**src/rtl/rpn_stack_calculator_assert.svh**
```systemverilog
// ----------------------------------------------------------------------------
// rpn stack calculator assertion macros
// concurrent assertion wrappers, empty when SYNTH is defined
// ----------------------------------------------------------------------------
`ifndef RPN_STACK_CALCULATOR_ASSERT_SVH
`define RPN_STACK_CALCULATOR_ASSERT_SVH

`ifndef SYNTH
`define RSC_ASSERT_IMPL(name, clk, rst, ante, cons) \
  name: assert property (@(posedge clk) disable iff (rst) (ante) |-> (cons)) \
    else $error("rsc assertion failed: same-cycle implication");
`define RSC_ASSERT_NEXT(name, clk, rst, ante, cons) \
  name: assert property (@(posedge clk) disable iff (rst) (ante) |=> (cons)) \
    else $error("rsc assertion failed: next-cycle implication");
`else
`define RSC_ASSERT_IMPL(name, clk, rst, ante, cons)
`define RSC_ASSERT_NEXT(name, clk, rst, ante, cons)
`endif

`endif

```
**src/rtl/rsc_pkg.sv**
```systemverilog
// ----------------------------------------------------------------------------
// rsc_pkg
// shared types and constants of the rpn stack calculator
// ----------------------------------------------------------------------------
package rsc_pkg;

  localparam int DATA_WIDTH  = 32;
  localparam int STACK_DEPTH = 64;

  typedef enum logic [2:0] {
    OP_PUSH = 3'd0,
    OP_ADD  = 3'd1,
    OP_SUB  = 3'd2,
    OP_MUL  = 3'd3,
    OP_DIV  = 3'd4,
    OP_DROP = 3'd5
  } op_t;

  typedef enum logic [1:0] {
    ST_OK        = 2'd0,
    ST_UNDERFLOW = 2'd1,
    ST_OVERFLOW  = 2'd2,
    ST_DIV_ZERO  = 2'd3
  } status_t;

  typedef enum logic [1:0] {
    S_IDLE,
    S_DECODE,
    S_DIV,
    S_REPLY
  } state_t;

  // what a stack cell loads this cycle
  typedef enum logic [1:0] {
    CELL_HOLD,
    CELL_TAKE_PREV,
    CELL_TAKE_NEXT
  } cell_mode_t;

endpackage

```
**src/rtl/rsc_cell.sv**
```systemverilog
// ----------------------------------------------------------------------------
// rsc_cell
// one stack entry; loads from the neighbor above or below, or holds
// ----------------------------------------------------------------------------
module rsc_cell (
  input  logic                             clk,
  input  rsc_pkg::cell_mode_t              mode,
  input  logic [rsc_pkg::DATA_WIDTH-1:0]   prev_data,
  input  logic [rsc_pkg::DATA_WIDTH-1:0]   next_data,
  output logic [rsc_pkg::DATA_WIDTH-1:0]   data
);

  always_ff @(posedge clk) begin
    case (mode)
      rsc_pkg::CELL_TAKE_PREV: data <= prev_data;
      rsc_pkg::CELL_TAKE_NEXT: data <= next_data;
      default:                 data <= data;
    endcase
  end

endmodule

```
**config.mk**
```make
export PLATFORM = sky130hd
export DESIGN_NAME = rsc_cell
export DESIGN_NICKNAME = d
export VERILOG_FILES = /design/src/rtl/rpn_stack_calculator_assert.svh /design/src/rtl/rsc_pkg.sv /design/src/rtl/rsc_cell.sv
export SDC_FILE = /design/constraint.sdc
export NUM_CORES = 1
export LEC_CHECK = 0
export BUFFER_PORTS_ARGS = -buffer_cell sky130_fd_sc_hd__buf_2
export CORE_MARGIN = 2
export CORE_UTILIZATION = 38
export DETAILED_ROUTE_END_ITERATION = 10
export PLACE_DENSITY_LB_ADDON = 0.15
export SLEW_MARGIN = 30
export SYNTH_ARGS = -nofsm -noshare
export SYNTH_HDL_FRONTEND = slang
export SYNTH_SLANG_ARGS = --single-unit
```
**constraint.sdc**
```tcl
create_clock -name clk -period 1.5 [get_ports clk]
set_input_delay 0.3 -clock clk [delete_from_list [all_inputs] [get_ports clk]]
set_output_delay 0.3 -clock clk [all_outputs]
set_load 0.03 [all_outputs]
```
== Word-level counts from Yosys, hierarchy flattened ==
Index checks and enable logic that the tools add are counted.
Storage, ports and cells
  register bits: 32
  bits in latches: 0
  RAM bits: 0
  ROM bits: 0
  memories: 0
Cells by class
  add/subtract/negate cells: 0
  multipliers: 0
  div/mod/pow operators: 0
  $lt $le $gt $ge: 0
  equality and inequality tests: 2
  shift operators: 0
  muxes and demuxes: 1
  bitwise gates (word level): 0
  reduce and logical (&&, ||, !) cells: 1
Operators with widths (number)
  case mux 32 bit (2 select lines): 1
  == test 2 x 1 -> 1 bit (second input constant): 1
  == test 2 bit (second input constant): 1
  nonzero test 2 bit: 1

== Logic depth before layout (Yosys ltp) ==
  word-level depth: 2
  depth in mapped cells: 5
  mapped depth without buffers: 3

== Least setup slack after synthesis ==
Ideal clock, no wire load.
  path type: input-to-reg
  start: input port mode[0]
  end: register data[0] (netlist name) (enable)
  arrival time: 1238 ps
  setup slack: -125 ps
  stages on the path: 3
  buffers on the path: 0
  cell sequence: inv_1 -> ha_1 -> inv_1
Between the ends
  longest elaborated chain between the ends: 2
  elaborated cells between the ends (all ways): 3
  classes of those cells: eq/ne (2); reduce/logical (1)
Ends and longest elaborated chain
  start, declared: line rsc_cell.sv:7  | input rsc_pkg::cell_mode_t mode,
  == test 2 bit / == test 2 x 1 -> 1 bit (equally long branches): line rsc_cell.sv:14  | case (mode)
  nonzero test 2 bit (no source line) *
  end signal, assigned: line rsc_cell.sv:15  | rsc_pkg::CELL_TAKE_PREV: data <= prev_data;
  end signal, assigned: line rsc_cell.sv:16  | rsc_pkg::CELL_TAKE_NEXT: data <= next_data;
  end signal, assigned: line rsc_cell.sv:17  | default: data <= data;
  end, declared: line rsc_cell.sv:10  | output logic [rsc_pkg::DATA_WIDTH-1:0] data
Mark *: on every way between the ends. The rest lies on a longest branch, timed or not.
A chain may end at the register's enable or synchronous reset.

== Worst setup path in the final report ==
  start: input port mode[0]
  end: register data[12] (netlist name) (data pin)
Between the ends
  longest elaborated chain between the ends: 2
  elaborated cells between the ends (all ways): 3
  classes of those cells: eq/ne (2); mux (1)
Ends and longest elaborated chain (line)
  == test 2 bit / == test 2 x 1 -> 1 bit (equally long branches): rsc_cell.sv:14
  case mux 32 bit (2 select lines) *: rsc_cell.sv:14
Marks and branches as above.

==> qor.yml <==
synth:
  synth_cells: 71
  synthDistinctLibCells: 7
  yosys.area.top_type: "edfxtp_1"
  ys_ff_latch: 32
  ys_seq_area_frac: 0.630
  ys_warn_count: 0
  synth_area_um2: 1530
  syn_nets: 139
  yosysTopAreaCellShare: 0.630
  synth.area.top_cells: "edfxtp_1, mux2_4, buf_12"
  avgSynthCellArea_um2: 21.5
global_route:
  grt_pass1_wl_um: 4400
  grt_pass1_vias: 1008
  grtUsageTotal: 0.137
  grt-ovfl-total: 0
  grt_max_degree: 18
  antenna_found_initial: 0
placed_design:
  portBuffers: 98
  place.gp.congestion: 0.667
  place_area_um2: 2090
  placedCellCount: 219
finish:
  nets: 244
  regArea_um2: 961
  multi_input_area_um2: 488
  layout-drive-gt1-share: 0.807
  layout_common_cells: "buf_2, edfxtp_1, mux2_4, clkbuf_8, buf_12"
  area_delta_synth_final_pct: 42.3
  mostFrequentLayoutCell: "buf_2"
  diodes: 0
  design_area_um2: 2170
  instances_no_fill: 226
  largest_register_ffs: 32
  fin_util: 0.551
  largest-register: "data"
  n_fill_cell: 349
  top_regs: "data (32)"
detailed_routing:
  dr.first_iter.drc_count: 29
  wl_per_cell_um: 13.3
  dr_total_vias: 1002
  drtPass1Iterations: 2
  wl_um: 3010
  vias_per_cell: 4.43
  antenna_left: 0
  drcViolationCount: 0
power:
  p_comb_frac: 0.277
  sw_frac_of_total: 0.294
  pwr-share-clk: 0.247
  p_switching_uw: 718
  power_frac_seq: 0.476
  vdd_drop_max_mv: 0.420
  p_int_mw: 1.73
  p_per_area_nw_per_um2: 1130
  power.leakage_nw: 1.02
  p_total_mw: 2.44
timing:
  setup_viol: 0
  tightest_slew_ps: 165
  slew_headroom: 0.891
  period_needed_ps: 1170
  rsz0062_at_grt: "no"
  tns_ps: 0
  slew_viol_final: 0
  min_period_over_period: 0.778
  timing.final.hold_violations: 0
  fmax_ghz: 0.857
worst_setup_path:
  end_kind: "register"
  path_cells: "buf_2 > inv_1 > ha_2 > buf_12 > mux2_4"
  critPathArrivalTime_ps: 1190
  max_stage_delay_ps: 310
  crit_required_ps: 1530
  path_max_fanout: 17
  worstSetupStartpointType: "primary input"
  endpoint: "data[12]$_DFFE_PP_"
  crit_start: "mode[0]"
  crit_slowest_cell: "mux2_4"
  path_class: "in2reg"
die:
  row_count: 23
  die_y_um: 67.4
  chipWidth_um: 67.4
  ioPinCount: 99
  initial_core_util: 0.387
  dieArea_um2: 4540
  placeableCoreArea_um2: 3940
cts:
  cts_resized: 0
  clk_path_buf_depth: 2
  ctsHtreeMaxLevel: 2
  cts_tree: "yes"
  cts_sinks: 32
  clk_pin_slew_ps: 60
  hold_buffers: 0
  root_buffer: "clkbuf_8"
  cts_made_buffers: 5
  cts_setup_buffers: 0
job:
  max_cap_viol_count: 0
worst_hold_path:
  hp-class: "in2reg"
  hold_start: "next_data[14]"
run_status:
  run_status: "completed"
[routing by layer]
layer  routed length [um]  global-route usage
met5                    0                   0
met4                   50              0.0612
met3                  298              0.0583
met2                 1630               0.254
met1                 1030               0.129
[critical path, delay by kind of cell]
| kind | cells | cell delay (ps) |
|---|---|---|
| mux | 1 | 310 |
| buf+inv | 3 | 340 |
| fa+ha+maj | 1 | 230 |
[power groups by stage]
stage          Combinational (mW)  Sequential (mW)  Clock (mW)
2_1_floorplan               0.177             1.46           0
3_3_place_gp                0.677             1.18           0
3_5_place_dp                0.687             1.19           0
4_1_cts                     0.688             1.17       0.629
5_1_grt                     0.718             1.18       0.666
6_report                    0.677             1.16       0.603
[stage by stage]
step	hold slack [ps]	worst slack (ps)
after global routing	305	298
final	320	333
after CTS	309	326
after detailed placement	603	24.3
after global placement	599	60.1
after floorplan	517	48.0
[cell usage after synthesis, drive strengths merged]
master,n
buf,4
edfxtp,32
ha,1
inv,2
mux2,32
[cell type report]
| cell class | count | share of cell area |
|---|---|---|
| clock inverters | 1 | 0.00231 |
| inverters | 2 | 0.00519 |
| multi-input cells | 33 | 0.225 |
| flip-flops and latches | 32 | 0.443 |
| repair buffers | 102 | 0.263 |
| well taps | 50 | 0.0288 |
| clock buffers | 6 | 0.0334 |
[worst min path at each step]
stage / depth (start not counted) / endpoint / slack [ps]
3_5_place_dp: 2 / data[14]$_DFFE_PP_ / 600
4_1_cts: 2 / data[14]$_DFFE_PP_ / 310
6_report: 2 / data[14]$_DFFE_PP_ / 320
2_1_floorplan: 1 / data[0]$_DFFE_PP_ / 520
3_3_place_gp: 2 / data[13]$_DFFE_PP_ / 600
5_1_grt: 2 / data[10]$_DFFE_PP_ / 300
[cells by family after synthesis]
family | share of synthesized area
multiplexers | 0.310
buffers and inverters | 0.0517
flip-flops | 0.630
adder cells (fa/ha/maj) | 0.00820
No activity file was read; power rests on OpenSTA's default activity.
