[src/rtl/rpn_stack_calculator_assert.svh]
// ----------------------------------------------------------------------------
// rpn stack calculator assertion macros
// concurrent assertion wrappers, empty when SYNTH is defined
// ----------------------------------------------------------------------------
`ifndef RPN_STACK_CALCULATOR_ASSERT_SVH
`define RPN_STACK_CALCULATOR_ASSERT_SVH

`ifndef SYNTH
`define RSC_ASSERT_IMPL(name, clk, rst, ante, cons) \
  name: assert property (@(posedge clk) disable iff (rst) (ante) |-> (cons)) \
    else $error("rsc assertion failed: same-cycle implication");
`define RSC_ASSERT_NEXT(name, clk, rst, ante, cons) \
  name: assert property (@(posedge clk) disable iff (rst) (ante) |=> (cons)) \
    else $error("rsc assertion failed: next-cycle implication");
`else
`define RSC_ASSERT_IMPL(name, clk, rst, ante, cons)
`define RSC_ASSERT_NEXT(name, clk, rst, ante, cons)
`endif

`endif

[src/rtl/rsc_pkg.sv]
// ----------------------------------------------------------------------------
// rsc_pkg
// shared types and constants of the rpn stack calculator
// ----------------------------------------------------------------------------
package rsc_pkg;

  localparam int DATA_WIDTH  = 32;
  localparam int STACK_DEPTH = 64;

  typedef enum logic [2:0] {
    OP_PUSH = 3'd0,
    OP_ADD  = 3'd1,
    OP_SUB  = 3'd2,
    OP_MUL  = 3'd3,
    OP_DIV  = 3'd4,
    OP_DROP = 3'd5
  } op_t;

  typedef enum logic [1:0] {
    ST_OK        = 2'd0,
    ST_UNDERFLOW = 2'd1,
    ST_OVERFLOW  = 2'd2,
    ST_DIV_ZERO  = 2'd3
  } status_t;

  typedef enum logic [1:0] {
    S_IDLE,
    S_DECODE,
    S_DIV,
    S_REPLY
  } state_t;

  // what a stack cell loads this cycle
  typedef enum logic [1:0] {
    CELL_HOLD,
    CELL_TAKE_PREV,
    CELL_TAKE_NEXT
  } cell_mode_t;

endpackage

[src/rtl/rsc_divider.sv]
// ----------------------------------------------------------------------------
// rsc_divider
// radix-2 restoring signed divider, truncates toward zero, one bit a cycle
// ----------------------------------------------------------------------------
module rsc_divider (
  input  logic                             clk,
  input  logic                             rst,
  input  logic                             start,
  input  logic [rsc_pkg::DATA_WIDTH-1:0]   dividend,
  input  logic [rsc_pkg::DATA_WIDTH-1:0]   divisor,
  output logic [rsc_pkg::DATA_WIDTH-1:0]   quotient,
  output logic                             done
);

  localparam int W  = rsc_pkg::DATA_WIDTH;
  localparam int CW = $clog2(W);

  logic          running;
  logic [CW-1:0] cnt;
  logic [W-1:0]  rem;
  logic [W-1:0]  quo;
  logic [W-1:0]  mag_div;
  logic          negate;

  logic [W-1:0]  dividend_mag;
  logic [W-1:0]  divisor_mag;
  logic [W:0]    shifted;
  logic [W:0]    diff;

  assign dividend_mag = dividend[W-1] ? (~dividend + W'(1)) : dividend;
  assign divisor_mag  = divisor[W-1]  ? (~divisor  + W'(1)) : divisor;
  assign shifted      = {rem, quo[W-1]};
  assign diff         = shifted - {1'b0, mag_div};

  always_ff @(posedge clk) begin
    if (rst) begin
      running <= 1'b0;
      done    <= 1'b0;
    end else begin
      if (start) begin
        running <= 1'b1;
        done    <= 1'b0;
      end else if (running && cnt == '0) begin
        running <= 1'b0;
        done    <= 1'b1;
      end else begin
        done <= 1'b0;
      end
    end
  end

  always_ff @(posedge clk) begin
    if (start) begin
      cnt     <= CW'(W - 1);
      rem     <= '0;
      quo     <= dividend_mag;
      mag_div <= divisor_mag;
      negate  <= dividend[W-1] ^ divisor[W-1];
    end else if (running) begin
      cnt <= cnt - CW'(1);
      // keep the difference only when it did not go negative
      if (!diff[W]) begin
        rem <= diff[W-1:0];
        quo <= {quo[W-2:0], 1'b1};
      end else begin
        rem <= shifted[W-1:0];
        quo <= {quo[W-2:0], 1'b0};
      end
    end
  end

  assign quotient = negate ? (~quo + W'(1)) : quo;

endmodule

[config.mk]
export PLATFORM = sky130hd
export DESIGN_NAME = rsc_divider
export DESIGN_NICKNAME = d
export VERILOG_FILES = /design/src/rtl/rpn_stack_calculator_assert.svh /design/src/rtl/rsc_pkg.sv /design/src/rtl/rsc_divider.sv
export SDC_FILE = /design/constraint.sdc
export NUM_CORES = 1
export LEC_CHECK = 0
export ABC_AREA = 1
export BUFFER_PORTS_ARGS = -buffer_cell sky130_fd_sc_hd__buf_2
export CAP_MARGIN = 20
export CORE_MARGIN = 4
export CORE_UTILIZATION = 51
export DETAILED_ROUTE_END_ITERATION = 10
export GPL_TIMING_DRIVEN = 0
export PLACE_DENSITY = 0.78
export SYNTH_ARGS = -nofsm -noshare
export SYNTH_HDL_FRONTEND = slang
export SYNTH_SLANG_ARGS = --single-unit
[constraint.sdc]
create_clock -name clk -period 6 [get_ports clk]
set_input_delay 1.2 -clock clk [delete_from_list [all_inputs] [get_ports clk]]
set_output_delay 1.2 -clock clk [all_outputs]
set_load 0.02 [all_outputs]
Yosys cells after proc, flatten, opt, wreduce, memory -nomap -nowiden --
Cells that the tools add are included. W data, S select, Z words.
Storage, ports and cells: register bits 104, word-level logic and storage cells 32, output and inout port bits 33
Cells by class: bitwise operators 4, add/sub/neg operators 5, mux-type cells 10, reduce and logical (&&, ||, !) cells 5
Operators by type and width (number):
- $mux W32 | 5
- $add A32 B1 Y32 const B | 3
- $not A32 Y32 | 3
- $sub A33 B32 Y33 | 1
- $mux W31 | 1
- $logic_not A5 Y1 | 1
- $sub A5 B1 Y5 const B | 1
- $mux W1 | 4
- $reduce_bool A2 Y1 | 2
- $reduce_or A2 Y1 | 1
- $logic_and A1 B1 Y1 | 1
- $xor A1 B1 Y1 | 1

Longest topological paths before layout --
word-level depth 4, gate-level depth with buffers 18, depth with buffers taken out 17

Worst setup path before layout --
Ideal clock, no wire load.
kind reg2out, start point register quo[0], end point output quotient[22] (netlist name), buffers on the path 0, setup slack 2.856 ns, arrival time 1.944 ns, stages on the path, launching flop included 13, data required time 4.800 ns, cell sequence edfxtp_1 inv_1 ha_1 nand2_1 nor3_1 nand2_1 nor2_1 nand2_1 nor2_1 nand2_1 nand2_1 nand2_1 xor2_1
On the way: word-level cells in the longest chain between the ends 3
Ends and longest elaborated chain:
- from (decl) | line rsc_divider.sv:21 | logic [W-1:0] quo;
- from (signal assigned) | line rsc_divider.sv:56 | quo <= dividend_mag;
- from (signal assigned) | line rsc_divider.sv:64 | quo <= {quo[W-2:0], 1'b1};
- from (signal assigned) | line rsc_divider.sv:67 | quo <= {quo[W-2:0], 1'b0};
- $not A32 Y32 | line rsc_divider.sv:72 | assign quotient = negate ? (~quo + W'(1)) : quo;
- $add A32 B1 Y32 | line rsc_divider.sv:72
- $mux W32 | line rsc_divider.sv:72
- to (decl) | line rsc_divider.sv:11 | output logic [rsc_pkg::DATA_WIDTH-1:0] quotient,
Every way passes these cells.

Worst setup path in the final report --
Same ends and word-level chain as after synthesis.

==> flow_summary_export.csv <==
group,metric,value,unit
outcome,outcome,"finished, final reports clean",
detailed_routing,wl_per_cell,14.1,um
critical_path,cp-start-kind,"flop",
detailed_routing,drt_iter0_markers,736,
synth,synthCells,1439,
critical_path,path_cells,"inv_1 > ha_1 > nand2_1 > nor3_1 > nand2_1 > nor2_1 > nand2_1 > nor2_1 > nand2_1 > nand2_1 > nand2_1 > xor2_1 > buf_2",
global_route,grt_max_degree,38,
cells_and_area,drive_gt1_share,9.32,%
timing,fmaxAchievable,246,MHz
critical_path,slowest_stage,"edfxtp_1",
critical_path,cp.arrival,2870,ps
floorplan,die_h,141,um
timing,fin_crit_sh,67.8,%
floorplan,boundaryPins,100,
detailed_routing,routed_via_density,5.13,
synth,syn-num-nets,1544,
cells_and_area,multi_input_area,5200,um2
cells_and_area,nets,1655,
floorplan,coreArea,17400,um2
place,gp_congestion,0.954,
clocking,cts_hold_buf,0,
cells_and_area,seq_area,2730,um2
power_and_ir_drop,p_switching,0.671,mW
cells_and_area,layoutNonFillerInstCount,1781,
detailed_routing,drt_pass1_iterations,6,
timing,period_minus_slack,4070,ps
timing,tightest_slew,849,ps
critical_path,cpPeakStageDelay,450,ps
detailed_routing,route.detailed.drc,0,
timing,rsz0062_at_grt,"false",
floorplan,initial_core_util,52.3,%
global_route,first_global_vias,8628,
power_and_ir_drop,ir_worst_vdd,0.000135,V
power_and_ir_drop,leakagePower,5.39,nW
critical_path,required,4800,ps
clocking,cts_made_buffers,9,
clocking,path_clk_slew,70,ps
synth,ys_ff_latch,104,
clocking,cts-root-buf,"clkbuf_16",
global_route,antenna_found_initial,4,
cells_and_area,num-fill-cells,1701,
global_route,gr-total-overflow,0,
synth,ys_warn_count,0,
clocking,cts.htree.levels,3,
detailed_routing,ant_nets,0,
synth,yosysSeqAreaShare,30.1,%
power_and_ir_drop,combPwrFrac,26.7,%
timing,setup_viol,0,
critical_path,path_max_fanout,4,
clocking,clkLatencyLatePin,360,ps
power_and_ir_drop,seqPwrFrac,43.0,%
synth,syn_avg_cell_area,6.31,um2
critical_path,worst-path-buf-inv,2,
global_route,grt_pass1_wl,40900,um
place,io_buffers,99,
critical_path,criticalPathCategory,"flop to primary output",
power_and_ir_drop,power_frac_clock,30.3,%
critical_path,cp_common_cell,"nand2_1",
clocking,cts.path.max_buffers,2,
timing,whs,472,ps
timing,skew,16.8,ps
clocking,post_cts_buffers,0,
power_and_ir_drop,switching_share,33.7,%
synth,syn_area,9080,um2
synth,synth_cell_types,38,
timing,setup_tns,0,ps
critical_path,cp_top_family,"simple AND/OR/NAND/NOR gates",
place,dp_cells,1764,
floorplan,fp-row-count,48,
power_and_ir_drop,p_per_area,196,nW/um2
worst_hold_path,min_path_type,"flop to flop",
place,hpwl,20500,um
floorplan,dieArea,20000,um2
timing,drv_slew,0,
detailed_routing,dr_total_vias,9143,
critical_path,end_kind,"primary output",
timing,relSlewSlack,43.4,%
clocking,ctsResizeCount,0,
global_route,grt_use_total,25.3,%
floorplan,die_w,141,um
clocking,cts.sinks,104,
cells_and_area,syn2layout_area_growth,12.1,%
job,drv_cap,0,
power_and_ir_drop,p_int,1.32,mW
detailed_routing,wl,25200,um
timing,hold_viol_final,0,
clocking,tritoncts,"done",
## metal layers
layer	vias to the layer above	track usage, %	wire length [um]
li1	4693	-	-
met1	4105	33.3	11200
met2	284	43.0	11700
met3	55	3.61	1590
met4	6	7.98	657
met5	-	0	28
## logic make-up after synthesis
logic type      count (synthesis)  synth area share (%)
simple gates                  797                  36.7
buf+inv                       296                  12.6
compound gates                113                  6.52
flops                         104                  30.1
xor+xnor                       91                  8.78
fa+ha+maj                      38                  5.32
## power by group through the flow
stage / combinational (mW) / clock, mW / sequential, mW
after floorplan: 0.352 / 0 / 0.863
after global placement: 0.514 / 0 / 0.871
after detailed placement: 0.524 / 0 / 0.872
after CTS: 0.528 / 0.606 / 0.856
after global routing: 0.589 / 0.638 / 0.863
final: 0.532 / 0.604 / 0.857
## synth_stat cells
cell / n / area share, %
clkbuf_1: 21 / 0.87
nand3_2: 1 / 0.11
a21o_1: 1 / 0.083
nor3_1: 22 / 1.2
ha_1: 37 / 5.1
buf_1: 1 / 0.041
nand3_1: 88 / 4.9
edfxtp_1: 65 / 22
clkinv_1: 1 / 0.041
o21a_1: 1 / 0.083
nand4_1: 25 / 1.7
and2_1: 8 / 0.55
nand2_4: 1 / 0.12
nand2_2: 8 / 0.55
dfxtp_1: 39 / 8.6
nor2_1: 127 / 5.3
nand3b_1: 5 / 0.41
nor3_2: 2 / 0.22
o211ai_1: 1 / 0.083
o32ai_1: 1 / 0.097
fa_1: 1 / 0.22
o21ai_1: 2 / 0.11
a31oi_1: 4 / 0.28
nand2_1: 488 / 20
buf_6: 2 / 0.25
a21oi_1: 32 / 1.8
o21ai_0: 67 / 3.7
nor2_2: 4 / 0.28
inv_2: 1 / 0.041
or2_2: 8 / 0.55
inv_1: 266 / 11
xor2_1: 58 / 5.6
xnor2_1: 33 / 3.2
o21bai_1: 3 / 0.25
and3_1: 3 / 0.21
a22oi_1: 1 / 0.083
buf_4: 4 / 0.33
nor4_1: 7 / 0.48
## worst paths after layout
kind | from | endpoint | slack, ps | depth (start not counted)
worst max-delay path | quo[0] | quotient[22] | 1930 | 13
worst min-delay path | rem[8] | rem[8] | 470 | 2
worst max register to register | quo[31] | rem[24] | 3080 | 18
worst min register to register | rem[8] | rem[8] | 470 | 2
## through the flow
step                util, %  setup WS, ps  instance area (um2)  total power [mW]
floorplan                 -          2860                 9080              1.21
global placement       56.8          2010                 9850              1.38
detailed placement     56.9          2420                 9880              1.40
CTS                    58.6          1980                10200              1.99
global route           58.6          1740                10200              2.09
finish                 58.6          1930                10200              1.99
## cell usage in the layout, fill, tap and decap left out, types with 2 or more instances in the layout
master and count:
o21bai_1 3, nor2_2 4, nand2_1 488, o21ai_1 2, buf_6 2, nor3_2 2, nor3_1 22, edfxtp_1 65
nand4_1 25, inv_4 2, inv_1 266, clkbuf_16 10, and2_1 8, xor2_1 58, and3_1 3, xnor2_1 33
o21ai_0 67, ha_1 37, clkbuf_1 23, nor4_1 7, dfxtp_1 39, buf_4 4, or2_2 8, nand3b_1 5
nor2_1 127, a31oi_1 4, a21oi_1 32, nand3_1 88, buf_2 99, nand2_2 8
## final cells by class
cell class	instances	share of cell area, %
clock inverters	3	0.209
flip-flops and latches	104	26.9
multi-input cells	1039	51.1
repair buffers	100	5.14
inverters	268	9.88
diodes	1	0.0246
clock buffers	13	2.67
plain buffers	28	1.33
well taps	225	2.77
## registers in the layout, indices dropped and copies added, names as in the netlist
name     flops
quo         32
running      1
done         1
cnt          5
negate       1
rem         32
mag_div     32
## tightest hold or removal path: stages, from the launching register on
cell and delay, ps:
dfxtp_1 320, nand2_1 60, nand2_1 40
(Power assumes the default switching activity.)
